`src/rtl/crop_pkg.sv`:
```
`default_nettype none

package crop_pkg;

    // Field limits of the option layout.
    localparam logic [5:0] MAX_PREFIX    = 6'd32;
    localparam logic [2:0] ROUTER_OCTETS = 3'd4;
    localparam logic [9:0] INDEX_MAX     = 10'd1023;

    // Where the parser stands inside the current entry.
    typedef enum logic [1:0] {
        PH_PREFIX = 2'd0,
        PH_DEST   = 2'd1,
        PH_ROUTER = 2'd2,
        PH_DROP   = 2'd3
    } t_phase;

    // Result codes carried in result_kind.
    localparam logic [1:0] KIND_ROUTE      = 2'd0;
    localparam logic [1:0] KIND_BAD_PREFIX = 2'd1;
    localparam logic [1:0] KIND_OVERRUN    = 2'd2;

    // One input word: a byte of option data and its end marker.
    typedef struct packed {
        logic [7:0] option_byte;
        logic       final_byte;
    } t_in_word;

    // One result word.
    typedef struct packed {
        logic [1:0]  result_kind;
        logic [5:0]  prefix_length;
        logic [31:0] destination_address;
        logic [31:0] router_address;
        logic [9:0]  route_index;
        logic        option_end;
    } t_out_word;

    // Number of destination octets that a prefix length calls for.
    function automatic logic [2:0] dest_octets(input logic [5:0] prefix);
        logic [6:0] sum;
        sum = {1'b0, prefix} + 7'd7;
        return sum[5:3];
    endfunction

endpackage

`default_nettype wire

```
`src/rtl/crop_in_stage.sv`:
```
`default_nettype none

module crop_in_stage (
    input  wire                 i_clk,
    input  wire                 i_rst_n,
    input  wire                 i_valid,
    output logic                o_ready,
    input  crop_pkg::t_in_word  i_word,
    output logic                o_valid,
    input  wire                 i_take,
    output crop_pkg::t_in_word  o_word
);

    logic               r_valid;
    logic               n_valid;
    crop_pkg::t_in_word r_word;

    // A new word may enter when the register is empty or is being taken.
    assign o_ready = !r_valid || i_take;
    assign o_valid = r_valid;
    assign o_word  = r_word;

    always_comb begin
        if (o_ready) begin
            n_valid = i_valid;
        end else begin
            n_valid = r_valid;
        end
    end

    always_ff @(posedge i_clk) begin
        if (!i_rst_n) begin
            r_valid <= 1'b0;
        end else begin
            r_valid <= n_valid;
        end
    end

    // Payload register, loaded on each accepted word.
    always_ff @(posedge i_clk) begin
        if (i_valid && o_ready) begin
            r_word <= i_word;
        end
    end

endmodule

`default_nettype wire

```
`src/rtl/crop_out_stage.sv`:
```
`default_nettype none

module crop_out_stage (
    input  wire                 i_clk,
    input  wire                 i_rst_n,
    input  wire                 i_load,
    input  crop_pkg::t_out_word i_word,
    output logic                o_space,
    output logic                o_valid,
    input  wire                 i_ready,
    output crop_pkg::t_out_word o_word
);

    logic                r_valid;
    logic                n_valid;
    crop_pkg::t_out_word r_word;

    // The register has room when it is empty or its word leaves this cycle.
    assign o_space = !r_valid || i_ready;
    assign o_valid = r_valid;
    assign o_word  = r_word;

    always_comb begin
        if (i_load) begin
            n_valid = 1'b1;
        end else if (r_valid && i_ready) begin
            n_valid = 1'b0;
        end else begin
            n_valid = r_valid;
        end
    end

    always_ff @(posedge i_clk) begin
        if (!i_rst_n) begin
            r_valid <= 1'b0;
        end else begin
            r_valid <= n_valid;
        end
    end

    always_ff @(posedge i_clk) begin
        if (i_load) begin
            r_word <= i_word;
        end
    end

endmodule

`default_nettype wire

```
`src/rtl/crop_parse.sv`:
```
`default_nettype none

module crop_parse (
    input  wire                 i_clk,
    input  wire                 i_rst_n,
    input  wire                 i_valid,
    input  crop_pkg::t_in_word  i_word,
    input  wire                 i_space,
    output logic                o_take,
    output logic                o_load,
    output crop_pkg::t_out_word o_word
);

    crop_pkg::t_phase r_phase;
    crop_pkg::t_phase n_phase;
    logic [5:0]       r_prefix;
    logic [5:0]       n_prefix;
    logic [2:0]       r_left;
    logic [2:0]       n_left;
    logic [31:0]      r_dest;
    logic [31:0]      n_dest;
    logic [23:0]      r_router;
    logic [23:0]      n_router;
    logic [9:0]       r_count;
    logic [9:0]       n_count;

    logic             emit;
    logic [7:0]       in_byte;
    logic             in_fin;
    logic [2:0]       nb_in;
    logic [2:0]       nb_held;
    logic [2:0]       left_dec;
    logic [31:0]      dest_shifted;

    // A word is consumed only when a result would have somewhere to go.
    assign o_take  = i_valid && i_space;
    assign o_load  = o_take && emit;
    assign in_byte = i_word.option_byte;
    assign in_fin  = i_word.final_byte;
    assign nb_in   = crop_pkg::dest_octets(in_byte[5:0]);
    assign nb_held = crop_pkg::dest_octets(r_prefix);
    assign left_dec = r_left - 3'd1;
    assign dest_shifted = {r_dest[23:0], in_byte};

    // Next state and result for the word at the head of the input register.
    always_comb begin
        n_phase  = r_phase;
        n_prefix = r_prefix;
        n_left   = r_left;
        n_dest   = r_dest;
        n_router = r_router;
        n_count  = r_count;
        emit     = 1'b0;
        o_word.result_kind         = crop_pkg::KIND_ROUTE;
        o_word.prefix_length       = 6'd0;
        o_word.destination_address = 32'd0;
        o_word.router_address      = 32'd0;
        o_word.route_index         = r_count;
        o_word.option_end          = in_fin;

        case (r_phase)
            crop_pkg::PH_PREFIX: begin
                if (in_byte > {2'b00, crop_pkg::MAX_PREFIX}) begin
                    emit               = 1'b1;
                    o_word.result_kind = crop_pkg::KIND_BAD_PREFIX;
                    n_phase            = crop_pkg::PH_DROP;
                    n_prefix           = 6'd0;
                    n_left             = 3'd0;
                    n_dest             = 32'd0;
                    n_router           = 24'd0;
                end else if (in_fin) begin
                    emit               = 1'b1;
                    o_word.result_kind = crop_pkg::KIND_OVERRUN;
                end else begin
                    n_prefix = in_byte[5:0];
                    n_dest   = 32'd0;
                    n_router = 24'd0;
                    if (nb_in == 3'd0) begin
                        n_phase = crop_pkg::PH_ROUTER;
                        n_left  = crop_pkg::ROUTER_OCTETS;
                    end else begin
                        n_phase = crop_pkg::PH_DEST;
                        n_left  = nb_in;
                    end
                end
            end
            crop_pkg::PH_DEST: begin
                if (in_fin) begin
                    emit               = 1'b1;
                    o_word.result_kind = crop_pkg::KIND_OVERRUN;
                end else begin
                    n_dest = dest_shifted;
                    n_left = left_dec;
                    if (left_dec == 3'd0) begin
                        // Pad the destination on the right to four octets.
                        case (nb_held)
                            3'd1:    n_dest = {dest_shifted[7:0], 24'd0};
                            3'd2:    n_dest = {dest_shifted[15:0], 16'd0};
                            3'd3:    n_dest = {dest_shifted[23:0], 8'd0};
                            default: n_dest = dest_shifted;
                        endcase
                        n_phase = crop_pkg::PH_ROUTER;
                        n_left  = crop_pkg::ROUTER_OCTETS;
                    end
                end
            end
            crop_pkg::PH_ROUTER: begin
                if (r_left <= 3'd1) begin
                    emit                       = 1'b1;
                    o_word.result_kind         = crop_pkg::KIND_ROUTE;
                    o_word.prefix_length       = r_prefix;
                    o_word.destination_address = r_dest;
                    o_word.router_address      = {r_router, in_byte};
                    if (r_count < crop_pkg::INDEX_MAX) begin
                        n_count = r_count + 10'd1;
                    end
                    n_phase  = crop_pkg::PH_PREFIX;
                    n_prefix = 6'd0;
                    n_left   = 3'd0;
                    n_dest   = 32'd0;
                    n_router = 24'd0;
                end else if (in_fin) begin
                    emit               = 1'b1;
                    o_word.result_kind = crop_pkg::KIND_OVERRUN;
                end else begin
                    n_router = {r_router[15:0], in_byte};
                    n_left   = left_dec;
                end
            end
            default: begin
                // Rest of a rejected option: nothing to report.
            end
        endcase

        // The final byte of an option returns everything to its reset state.
        if (in_fin) begin
            n_phase  = crop_pkg::PH_PREFIX;
            n_prefix = 6'd0;
            n_left   = 3'd0;
            n_dest   = 32'd0;
            n_router = 24'd0;
            n_count  = 10'd0;
        end
    end

    // State registers, updated on each consumed word.
    always_ff @(posedge i_clk) begin
        if (!i_rst_n) begin
            r_phase  <= crop_pkg::PH_PREFIX;
            r_prefix <= 6'd0;
            r_left   <= 3'd0;
            r_dest   <= 32'd0;
            r_router <= 24'd0;
            r_count  <= 10'd0;
        end else if (o_take) begin
            r_phase  <= n_phase;
            r_prefix <= n_prefix;
            r_left   <= n_left;
            r_dest   <= n_dest;
            r_router <= n_router;
            r_count  <= n_count;
        end
    end

    // A held prefix never exceeds the largest legal length.
    a_prefix_range: assert property (@(posedge i_clk) disable iff (!i_rst_n)
        r_prefix <= crop_pkg::MAX_PREFIX)
        else $error("held prefix above limit");

    // At most four octets are ever outstanding in one field.
    a_left_range: assert property (@(posedge i_clk) disable iff (!i_rst_n)
        r_left <= crop_pkg::ROUTER_OCTETS)
        else $error("octet count out of range");

    // After a final byte the parser waits for a prefix with a cleared count.
    a_option_reset: assert property (@(posedge i_clk) disable iff (!i_rst_n)
        o_take && in_fin |=> r_phase == crop_pkg::PH_PREFIX && r_count == 10'd0)
        else $error("state not cleared after option end");

    // Error results carry no addresses.
    a_error_clean: assert property (@(posedge i_clk) disable iff (!i_rst_n)
        o_load && o_word.result_kind != crop_pkg::KIND_ROUTE
        |-> o_word.destination_address == 32'd0 && o_word.router_address == 32'd0)
        else $error("error result carries address data");

endmodule

`default_nettype wire

```
`src/rtl/classless_route_option_parser.sv`:
```
`default_nettype none

// Classless static route option parser. Bytes of one option arrive one word
// per cycle, with final_byte set on the last; each complete entry (prefix
// length, destination octets, four router octets) yields one route word, a
// prefix above 32 yields one bad-prefix word and the rest of the option is
// dropped, and an option ending inside an entry yields one overrun word.
// Throughput is one input word per cycle whenever the output side is ready.
// An accepted byte is held in the input register, then the parser state
// update loads its result word into the output register. A result
// word waiting at the output holds back the parser, and so the input, only
// while o_out_valid is high and i_out_ready is low.
module classless_route_option_parser (
    input  wire                 i_clk,
    input  wire                 i_rst_n,
    input  wire                 i_in_valid,
    output logic                o_in_ready,
    input  crop_pkg::t_in_word  i_in_word,
    output logic                o_out_valid,
    input  wire                 i_out_ready,
    output crop_pkg::t_out_word o_out_word
);

    logic                stage_valid;
    crop_pkg::t_in_word  stage_word;
    logic                parse_take;
    logic                parse_load;
    logic                out_space;
    crop_pkg::t_out_word parse_word;

    crop_in_stage u_in_stage (
        .i_clk   (i_clk),
        .i_rst_n (i_rst_n),
        .i_valid (i_in_valid),
        .o_ready (o_in_ready),
        .i_word  (i_in_word),
        .o_valid (stage_valid),
        .i_take  (parse_take),
        .o_word  (stage_word)
    );

    crop_parse u_parse (
        .i_clk   (i_clk),
        .i_rst_n (i_rst_n),
        .i_valid (stage_valid),
        .i_word  (stage_word),
        .i_space (out_space),
        .o_take  (parse_take),
        .o_load  (parse_load),
        .o_word  (parse_word)
    );

    crop_out_stage u_out_stage (
        .i_clk   (i_clk),
        .i_rst_n (i_rst_n),
        .i_load  (parse_load),
        .i_word  (parse_word),
        .o_space (out_space),
        .o_valid (o_out_valid),
        .i_ready (i_out_ready),
        .o_word  (o_out_word)
    );

endmodule

`default_nettype wire
```
`config.mk`:
```
export PLATFORM = sky130hd
export DESIGN_NAME = classless_route_option_parser
export DESIGN_NICKNAME = d
export VERILOG_FILES = /design/src/rtl/crop_pkg.sv /design/src/rtl/crop_in_stage.sv /design/src/rtl/crop_out_stage.sv /design/src/rtl/crop_parse.sv /design/src/rtl/classless_route_option_parser.sv
export SDC_FILE = /design/constraint.sdc
export NUM_CORES = 1
export LEC_CHECK = 0
export BUFFER_PORTS_ARGS = -buffer_cell sky130_fd_sc_hd__buf_2
export CAP_MARGIN = 20
export CORE_MARGIN = 10
export CORE_UTILIZATION = 55
export CTS_CLUSTER_SIZE = 12
export DETAILED_ROUTE_END_ITERATION = 7
export PLACE_DENSITY = 0.86
export SYNTH_ARGS = -nofsm -noshare
export SYNTH_HDL_FRONTEND = slang
export SYNTH_SLANG_ARGS = --single-unit
```
`constraint.sdc`:
```
create_clock -name i_clk -period 26.1 [get_ports i_clk]
set_input_delay 5.22 -clock i_clk [delete_from_list [all_inputs] [get_ports i_clk]]
set_output_delay 5.22 -clock i_clk [all_outputs]
set_load 0.1 [all_outputs]
```
# Yosys cells after proc, flatten, opt, wreduce, memory -nomap -nowiden
# Cells that the tools add are included.
dict set report word_totals {
  input_bits 13
  register_bits 171
}
dict set report classes {
  n_addsub 4
  mux 38
  n_lt_le_gt_ge 3
  n_reduce_logical 24
  eq_ne 7
}
# op count
set ops {}
lappend ops {{$pmux 32 s3} 2}
lappend ops {{$mux 32} 3}
lappend ops {{$mux 24} 2}
lappend ops {{$pmux 24 s2} 1}
lappend ops {{$mux 10} 4}
lappend ops {{$mux 6} 3}
lappend ops {{$mux 2} 8}
lappend ops {{$mux 3} 5}
lappend ops {{$add 6x3->6 const B} 2}
lappend ops {{$pmux 2 s3} 2}
lappend ops {{$pmux 6 s2} 1}
lappend ops {{$add 10x1->10 const B} 1}
lappend ops {{$lt 10x10->1 const B} 1}
lappend ops {{$pmux 3 s3} 1}
lappend ops {{$gt 8x6->1 const B} 1}
lappend ops {{$reduce_and 4->1} 2}
lappend ops {{$reduce_bool 2->1} 4}
lappend ops {{$eq 3x2->1 const B} 2}
lappend ops {{$logic_not 3->1} 2}
lappend ops {{$ne 3x2->1 const B} 2}
lappend ops {{$reduce_and 2->1} 3}
lappend ops {{$reduce_and 3->1} 2}
lappend ops {{$mux 1} 5}
lappend ops {{$logic_and 1x1->1} 4}
lappend ops {{11 further kinds} 13}

# Logic depth before layout (Yosys ltp)
# Gate-level depths: netlist of the first run.
dict set report depth {
  ltp_word 6
  depth_mapped 9
  ltp_nobuf 7
}

# By module
# A second synthesis of the first run with hierarchy kept.
dict set report hier_totals {
  cells_unflattened 660
  hier_area_um2 7262.0
}
# mod area_per_inst_um2 instances cells_per_inst seq_area_each_um2
set by_module_without_submodules {}
lappend by_module_without_submodules {crop_parse 4393.0 1 559 1541.5}
lappend by_module_without_submodules {crop_out_stage 2541.2 1 87 2512.4}
lappend by_module_without_submodules {crop_in_stage 327.8 1 14 290.3}

# Least setup slack after synthesis of the first run
# No wires, ideal clock.
dict set report synth_path {
  path_kind {input to register}
  startpoint {input i_out_ready}
  endpoint {register u_out_stage.r_word (netlist bit u_out_stage.o_word[0]) (enable)}
  arrival_ns 11.162
  path_stages 3
  required_time_ns 25.474
  setup_ns 0.626
  n_path_buf 0
  setup_slack_ns 14.312
  path_cell_list {nand2b_1 nand2_1 nor3_1}
}
dict set report synth_between {
  elab_chain_len 3
}
# item line
set synth_rtl {}
lappend synth_rtl {{start, declared} classless_route_option_parser.sv:20} ;# input wire i_out_ready,
lappend synth_rtl {{$logic_or 1x1->1} crop_out_stage.sv:19} ;# assign o_space = !r_valid || i_ready;
lappend synth_rtl {{$logic_and 1x1->1} crop_parse.sv:36} ;# assign o_take = i_valid && i_space;
lappend synth_rtl {{$logic_and 1x1->1} crop_parse.sv:37} ;# assign o_load = o_take && emit;
lappend synth_rtl {{named net parse_load} classless_route_option_parser.sv:27} ;# logic parse_load;
lappend synth_rtl {{end signal, assigned} crop_out_stage.sv:43} ;# r_word <= i_word;
lappend synth_rtl {{end, declared} crop_out_stage.sv:16} ;# crop_pkg::t_out_word r_word;
# The timed path passes the listed nets, and every way through them passes these cells.
# A chain may end at the register's enable or synchronous reset.

# Final worst setup path of the first run
dict set report layout_path {
  startpoint {input i_out_ready}
  endpoint {output o_in_ready}
}
dict set report layout_between {
  elab_chain_len 3
}
# item line
set layout_rtl {}
lappend layout_rtl {{$logic_or 1x1->1} crop_out_stage.sv:19}
lappend layout_rtl {{$logic_and 1x1->1} crop_parse.sv:36}
lappend layout_rtl {{$logic_or 1x1->1} crop_in_stage.sv:19} ;# assign o_ready = !r_valid || i_take;
lappend layout_rtl {{end, declared} classless_route_option_parser.sv:17} ;# output logic o_in_ready,
# Every way passes these cells.

==> summary.txt, run 1 <==
Clock network
  • TritonCTS clock tree: yes
  • Clock root cell: clkbuf_16
  • Hold bufs inserted after CTS: 0
  • Clk_lat worst skew: around 440 ps
  • CTS clk-pin slew, worst paths: 60 ps
  • Post-CTS Setup Repair Bufs: 0
  • Clock Sinks: around 170
  • CTS Buffer Depth: 2
  • Post-cts resize count: 0
  • CTS Buf Count: 17
  • H-tree levels: 4

STA
  • RSZ-0062 raised after global routing: false
  • Crit share post-route: between 40% and 50%
  • Finish-stage setup viols: 0
  • Setup Skew: 8.78 ps
  • Min cycle time layout: 11,370 ps
  • Max Freq: 87.9 MHz
  • Max Slew Vio Count: 0
  • Hold Vio Cnt, Final: 0
  • Total negative slack: 0 ps
  • Worst slew pin tran: around 940 ps
  • Relative max-transition margin: 37.3%

Detailed routing
  • Max Used Layer: met4
  • Remaining DRCs: 0
  • WL final: 17,200 um
  • Metal3 WL: 1340 um
  • Vias: 5,562
  • Via/cell ratio: 6.05
  • WL/cell: ~19 um
  • Detail Route Antenna Nets: 0
  • Metal-1 WL: 6750 um
  • Initial DRC count: between 600 and 700
  • DR pass1 iterations: 6
  • Metal2 WL: between 8000 and 9000 um

Floorplanning
  • Die Footprint: 0.0182 mm2
  • Cell row count: 41
  • DIE HEIGHT: 135 um
  • Initial Util: a little under three fifths
  • Top Ports: 98
  • DIE WIDTH: ~130 um
  • Core area: between 0.01 and 0.015 mm2

Yosys
  • Seq cells post-synth: between 150 and 200
  • Largest family of logic cells by synthesized area: simple AND/OR/NAND/NOR gates
  • Syn nets: roughly 680
  • Post-Syn Instances: 656
  • Yosys warns: 0
  • Post-Synth Adder-Cell Area: around 1.2%
  • Main synth FF type: edfxtp_1
  • Synth Area in Compound Gates: about an eighth
  • Cell area after synthesis: ~0.0072 mm2
  • Post-synth cell types: 58
  • Simple-gate share of the synthesized area: 19.2%
  • Sequential share of the synthesized area: approximately 60%
  • Xor/xnor share of the synthesized area: under 10%
  • EDFF count, synth: 92
  • Mux cell area share after synthesis: under 10%
  • Synth async-reset ratio: 0%
  • Mean Syn Cell Area: between 10 and 15 um2

Worst setup path
  • Worst path bufs/invs: 2
  • R2R Setup Slk: between 20,000 and 25,000 ps
  • Crit path launch: i_out_ready
  • CP peak stage delay: 400 ps
  • Crit path DAT: approximately 6000 ps
  • CP max stage cell: nor2b_1
  • Crit-path most repeated cell: buf_2
  • Critical path endpoint category: output port
  • Worst-path cell chain: buf_2 > nor2b_1 > nand2_1 > buf_2
  • R2r startpoint: u_parse.r_left[0]$_SDFFE_PN0P_
  • Critical path class: primary input to output port
  • Startpoint types: primary input
  • Crit path max fanout: 8
  • Worst path required time: 20,880 ps
  • Crit-path leading delay family: simple AND/OR/NAND/NOR gates

Global route
  • Total GRT Usage: a little under a fifth
  • Initial antenna violation count: 0
  • Largest net degree at the start of global routing: a little over 70
  • Total grt overflow: 0
  • Number of global-route vias before repair: between 5,000 and 6,000
  • First-pass GRT wire length: 27,800 um

Min path
  • HP Start: u_parse.r_router[20]$_SDFFE_PN0P_
  • Min-Delay Path Class: register to register

Place
  • Placer Congestion: 0.921
  • Port-buffer cells: 97
  • DP Wirelength: between 10,000 and 15,000 um
  • Placed cells: 884

Cells and area
  • Fraction of layout cells with a size suffix above 1: 20.5%
  • Layout Nets: 754
  • Antenna diodes: 0
  • Syn-to-layout area delta: 16.5%
  • Non-Filler Instances: between 900 and 1,000

Power and ir drop
  • Design Power: roughly 620 uW
  • LEAKAGE: roughly 0.0034 uW
  • Max VDD drop: about 0.033 mV
  • PD cells: 73.8 mW/mm2

Job
  • Max_cap viols: 0

Outcome
  • Outcome: finished, final reports clean
==> cell usage in the layout (no fill, tap or decap), drive strengths merged, types with 6 or more instances in the layout <==
| cell type | synthesis | routed |
|---|---|---|
| nand3 | 12 | 12 |
| inv | 8 | 13 |
| nor2b | 6 | 6 |
| mux2i | 10 | 10 |
| nor2 | 22 | 22 |
| ha | 7 | 7 |
| a32o | 17 | 17 |
| nand2b | 19 | 19 |
| a22oi | 9 | 9 |
| buf | 13 | 108 |
| and3 | 73 | 73 |
| a211oi | 8 | 8 |
| or4 | 7 | 7 |
| a31oi | 8 | 8 |
| nor3 | 21 | 21 |
| clkbuf | 36 | 19 |
| xnor2 | 8 | 8 |
| o21ai | 8 | 8 |
| edfxtp | 92 | 92 |
| a21oi | 53 | 53 |
| a32oi | 8 | 8 |
| dfxtp | 79 | 79 |
| nand2 | 78 | 78 |
| a22o | 6 | 6 |
==> synthesized netlist by cell type, types with 7 or more instances <==
library cell / instances / area share, %
mux2i_1: 10 / 1.4
a211oi_1: 8 / 0.83
nand3_1: 12 / 0.83
edfxtp_1: 92 / 38
ha_1: 7 / 1.2
dfxtp_1: 79 / 22
a22oi_1: 9 / 0.93
nand2b_1: 19 / 1.6
a32o_1: 17 / 2.3
nor2_1: 22 / 1.1
nand2_1: 78 / 4.0
and3_1: 72 / 6.2
a31oi_1: 8 / 0.69
a32oi_1: 8 / 0.97
buf_2: 7 / 0.48
a21oi_1: 53 / 3.7
clkbuf_1: 35 / 1.8
inv_1: 8 / 0.41
or4_1: 7 / 0.73
xnor2_1: 8 / 0.97
nor3_1: 21 / 1.5
==> cell families (layout without fill, tap and decap cells) <==
logic type,count (synthesis),in the layout
and+or+nand+nor,261,261
adders and majority gates,7,7
muxes,10,10
AOI/OAI and AO/OA,138,138
buffers and inverters,58,149
DFF,171,171
xor gates and xnor gates,11,11
==> sequential cells by signal (all words and copies together), names as in the netlist <==
name,flops
u_parse.r_router,24
u_parse.r_left,3
u_out_stage.o_word,83
u_parse.r_dest,32
u_out_stage.o_valid,1
u_in_stage.o_word,9
u_parse.r_count,10
u_parse.r_phase,2
u_parse.r_prefix,6
u_in_stage.o_valid,1
==> metal layers <==
layer / vias up / track usage (%)
met5: - / 0
met4: 0 / 10.2
met3: 53 / 5.08
met2: 278 / 30.6
met1: 2630 / 22.9
li1: 2601 / -
==> worst min-delay path, stage by stage (launching register included) <==
cell	delay, ps
dfxtp_1	310
nand2_1	50
a21oi_1	50
==> cell type report <==
| type | instances | area, um2 |
|---|---|---|
| inverter | 9 | 33.8 |
| clock buffer | 19 | 454 |
| multi-input combinational | 427 | 2660 |
| clock inverter | 13 | 156 |
| tap | 172 | 215 |
| timing repair buffer | 108 | 576 |
| sequential | 171 | 4340 |
| fill | 962 | 4340 |
==> power by group <==
part           total [uW]  internal [uW]  switching (uW)
logic                68.2           10.1            58.2
registers             297            291            5.64
clock network         257            149             108
total                 622            450             172
==> path summary, 6_finish.rpt <==
| kind | endpoint | depth (start not counted) |
|---|---|---|
| min reg2reg | u_parse.r_router[20]$_SDFFE_PN0P_ | 2 |
| min | u_parse.r_router[20]$_SDFFE_PN0P_ | 2 |
| max | o_in_ready | 4 |
| max reg2reg | u_parse.r_dest[11]$_SDFFE_PN0P_ | 7 |
==> stage by stage <==
stage | instance area (um2) | util, % | setup slack [ps] | hold slack, ps
after floorplan | 7240 | - | 14310 | 432
after global placement | 7790 | 61.0 | 14770 | 442
after detailed placement | 7790 | 61.0 | 14730 | 448
after CTS | 8410 | 65.8 | 14720 | 456
after global routing | 8440 | 66.0 | 14590 | 475
final | 8440 | 66.0 | 14730 | 458
Power figures use the tool's default switching activity.
==> inputs of run 2 (changes only) <==
Settings changed: CORE_UTILIZATION 55 to 52, PLACE_DENSITY 0.86 to 0.85.
Clock period 26.1 ns to 10.05 ns, I/O delays scaled along.
==> summary.txt, run 2 (synthesized netlist as in run 1, its figures left out) <==
Clock network
  • Clk_lat worst skew: about 430 ps
  • Hold bufs inserted after CTS: 0
  • Post-cts resize count: 0
  • CTS clk-pin slew, worst paths: around 60 ps
  • CTS Buf Count: 17
  • H-tree levels: 4
  • Clock Sinks: between 150 and 200
  • CTS Buffer Depth: 2
  • Clock root cell: clkbuf_16
  • Post-CTS Setup Repair Bufs: 0
  • TritonCTS clock tree: yes

STA
  • Relative max-transition margin: 34.9%
  • Worst slew pin tran: just under 1000 ps
  • Crit share post-route: between 40% and 50%
  • Max Slew Vio Count: 0
  • Hold Vio Cnt, Final: 0
  • Min cycle time layout: 4940 ps
  • RSZ-0062 raised after global routing: false
  • Max Freq: 203 MHz
  • Finish-stage setup viols: 0
  • Setup Skew: between 6 and 7 ps
  • Total negative slack: 0 ps

Place
  • Placer Congestion: between 0.9 and 1
  • Port-buffer cells: slightly below 100
  • DP Wirelength: approximately 11,000 um

Worst setup path
  • Crit path max fanout: 8
  • Critical path endpoint category: output port
  • Startpoint types: primary input
  • Worst path required time: 8040 ps
  • Critical path class: primary input to output port
  • Crit path DAT: approximately 2900 ps

Floorplanning
  • Die Footprint: roughly 0.019 mm2
  • DIE WIDTH: 138 um
  • Top Ports: a little under 100
  • Cell row count: 43
  • DIE HEIGHT: ~140 um
  • Core area: roughly 0.014 mm2
  • Initial Util: 52.6%

Detailed routing
  • Detail Route Antenna Nets: 0
  • Remaining DRCs: 0
  • Via/cell ratio: between 5 and 6
  • DR pass1 iterations: 5
  • Initial DRC count: about 580
  • WL final: ~17,000 um
  • WL/cell: about 19 um
  • Vias: ~5,500

Global route
  • Largest net degree at the start of global routing: 73
  • Initial antenna violation count: 0
  • Total grt overflow: 0
  • First-pass GRT wire length: between 20,000 and 30,000 um
  • Number of global-route vias before repair: around 5,200
  • Total GRT Usage: 17.1%

Cells and area
  • Most frequent cells in the layout: buf_2 (97), edfxtp_1 (92), dfxtp_1 (79)
  • Antenna diodes: 0
  • Max reg flops: just over 80
  • Fin util: 61.1%
  • Layout Nets: approximately 750
  • Syn-to-layout area delta: 16.1%
  • Fraction of layout cells with a size suffix above 1: roughly a fifth
  • Commonest non-fill, non-tap cell in the layout: buf_2

Power and ir drop
  • PD cells: 183 mW/mm2
  • Max VDD drop: 0.0958 mV
  • Switching power: ~430 uW
  • Clk pwr share: about two fifths
  • Seq pwr share: around 50%
  • Cell internal pwr: 1110 uW
  • Sw frac: about 28%
  • Gate power share: between 10 and 15%
  • LEAKAGE: about 0.0034 uW

Outcome
  • Outcome: finished, final reports clean

Job
  • Max_cap viols: 0

Min path
  • Min-Delay Path Class: register to register
-- run 2: cell types whose count changed in the layout (fill, tap and decap cells not counted), moves of 2 or more --
| cell | change |
|---|---|
| buf_12 | +2 |
| buf_4 | -3 |
| bufinv_16 | -2 |
| clkinv_2 | +2 |
| inv_6 | -2 |
-- run 2: path summary, 6_finish.rpt --
kind,slack [ps],from,endpoint,cells after the start
min,450,u_parse.r_router[21]$_SDFFE_PN0P_,u_parse.r_router[21]$_SDFFE_PN0P_,2
max reg2reg,6860,u_parse.r_left[0]$_SDFFE_PN0P_,u_parse.r_dest[8]$_SDFFE_PN0P_,7
max,5110,i_out_ready,o_in_ready,4
min reg2reg,450,u_parse.r_router[21]$_SDFFE_PN0P_,u_parse.r_router[21]$_SDFFE_PN0P_,2
-- run 2: critical path: stages --
cell and delay, ps:
buf_2 100, nor2b_1 390, nand2_1 120, buf_2 310
-- run 2: power by group through the flow --
stage	Sequential (uW)	Combinational, uW	Clock [uW]
floorplan	882	50.9	0
global placement	785	173	0
detailed placement	786	175	0
CTS	771	176	597
global route	773	187	627
finish	771	179	592
-- run 2: routing by layer --
metal	global-route usage [%]	vias up	part of all wire, %
met4	6.71	0	1.8
met3	4.25	29	6.8
li1	-	2593	-
met1	22.8	2630	44
met5	0	-	0
met2	26.1	241	47
-- run 2: metrics by stage --
step | instances | worst slack [ps] | hold WS, ps | area (um2) | power, uW
2_1_floorplan | 656 | 1470 | 432 | 7240 | 932
3_3_place_gp | 890 | 5170 | 438 | 7790 | 958
3_5_place_dp | 890 | 5100 | 446 | 7790 | 961
4_1_cts | 922 | 5100 | 454 | 8330 | 1540
5_1_grt | 927 | 5020 | 481 | 8410 | 1590
6_report | 927 | 5110 | 449 | 8410 | 1540
-- run 2: area by class of cell --
cell class / count / area, um2
inverter: 9 / 33.8
fill: 1107 / 5360
clock buffer: 20 / 447
clock inverter: 12 / 91.3
multi-input combinational: 427 / 2660
tap: 180 / 225
sequential: 171 / 4340
timing repair buffer: 108 / 608
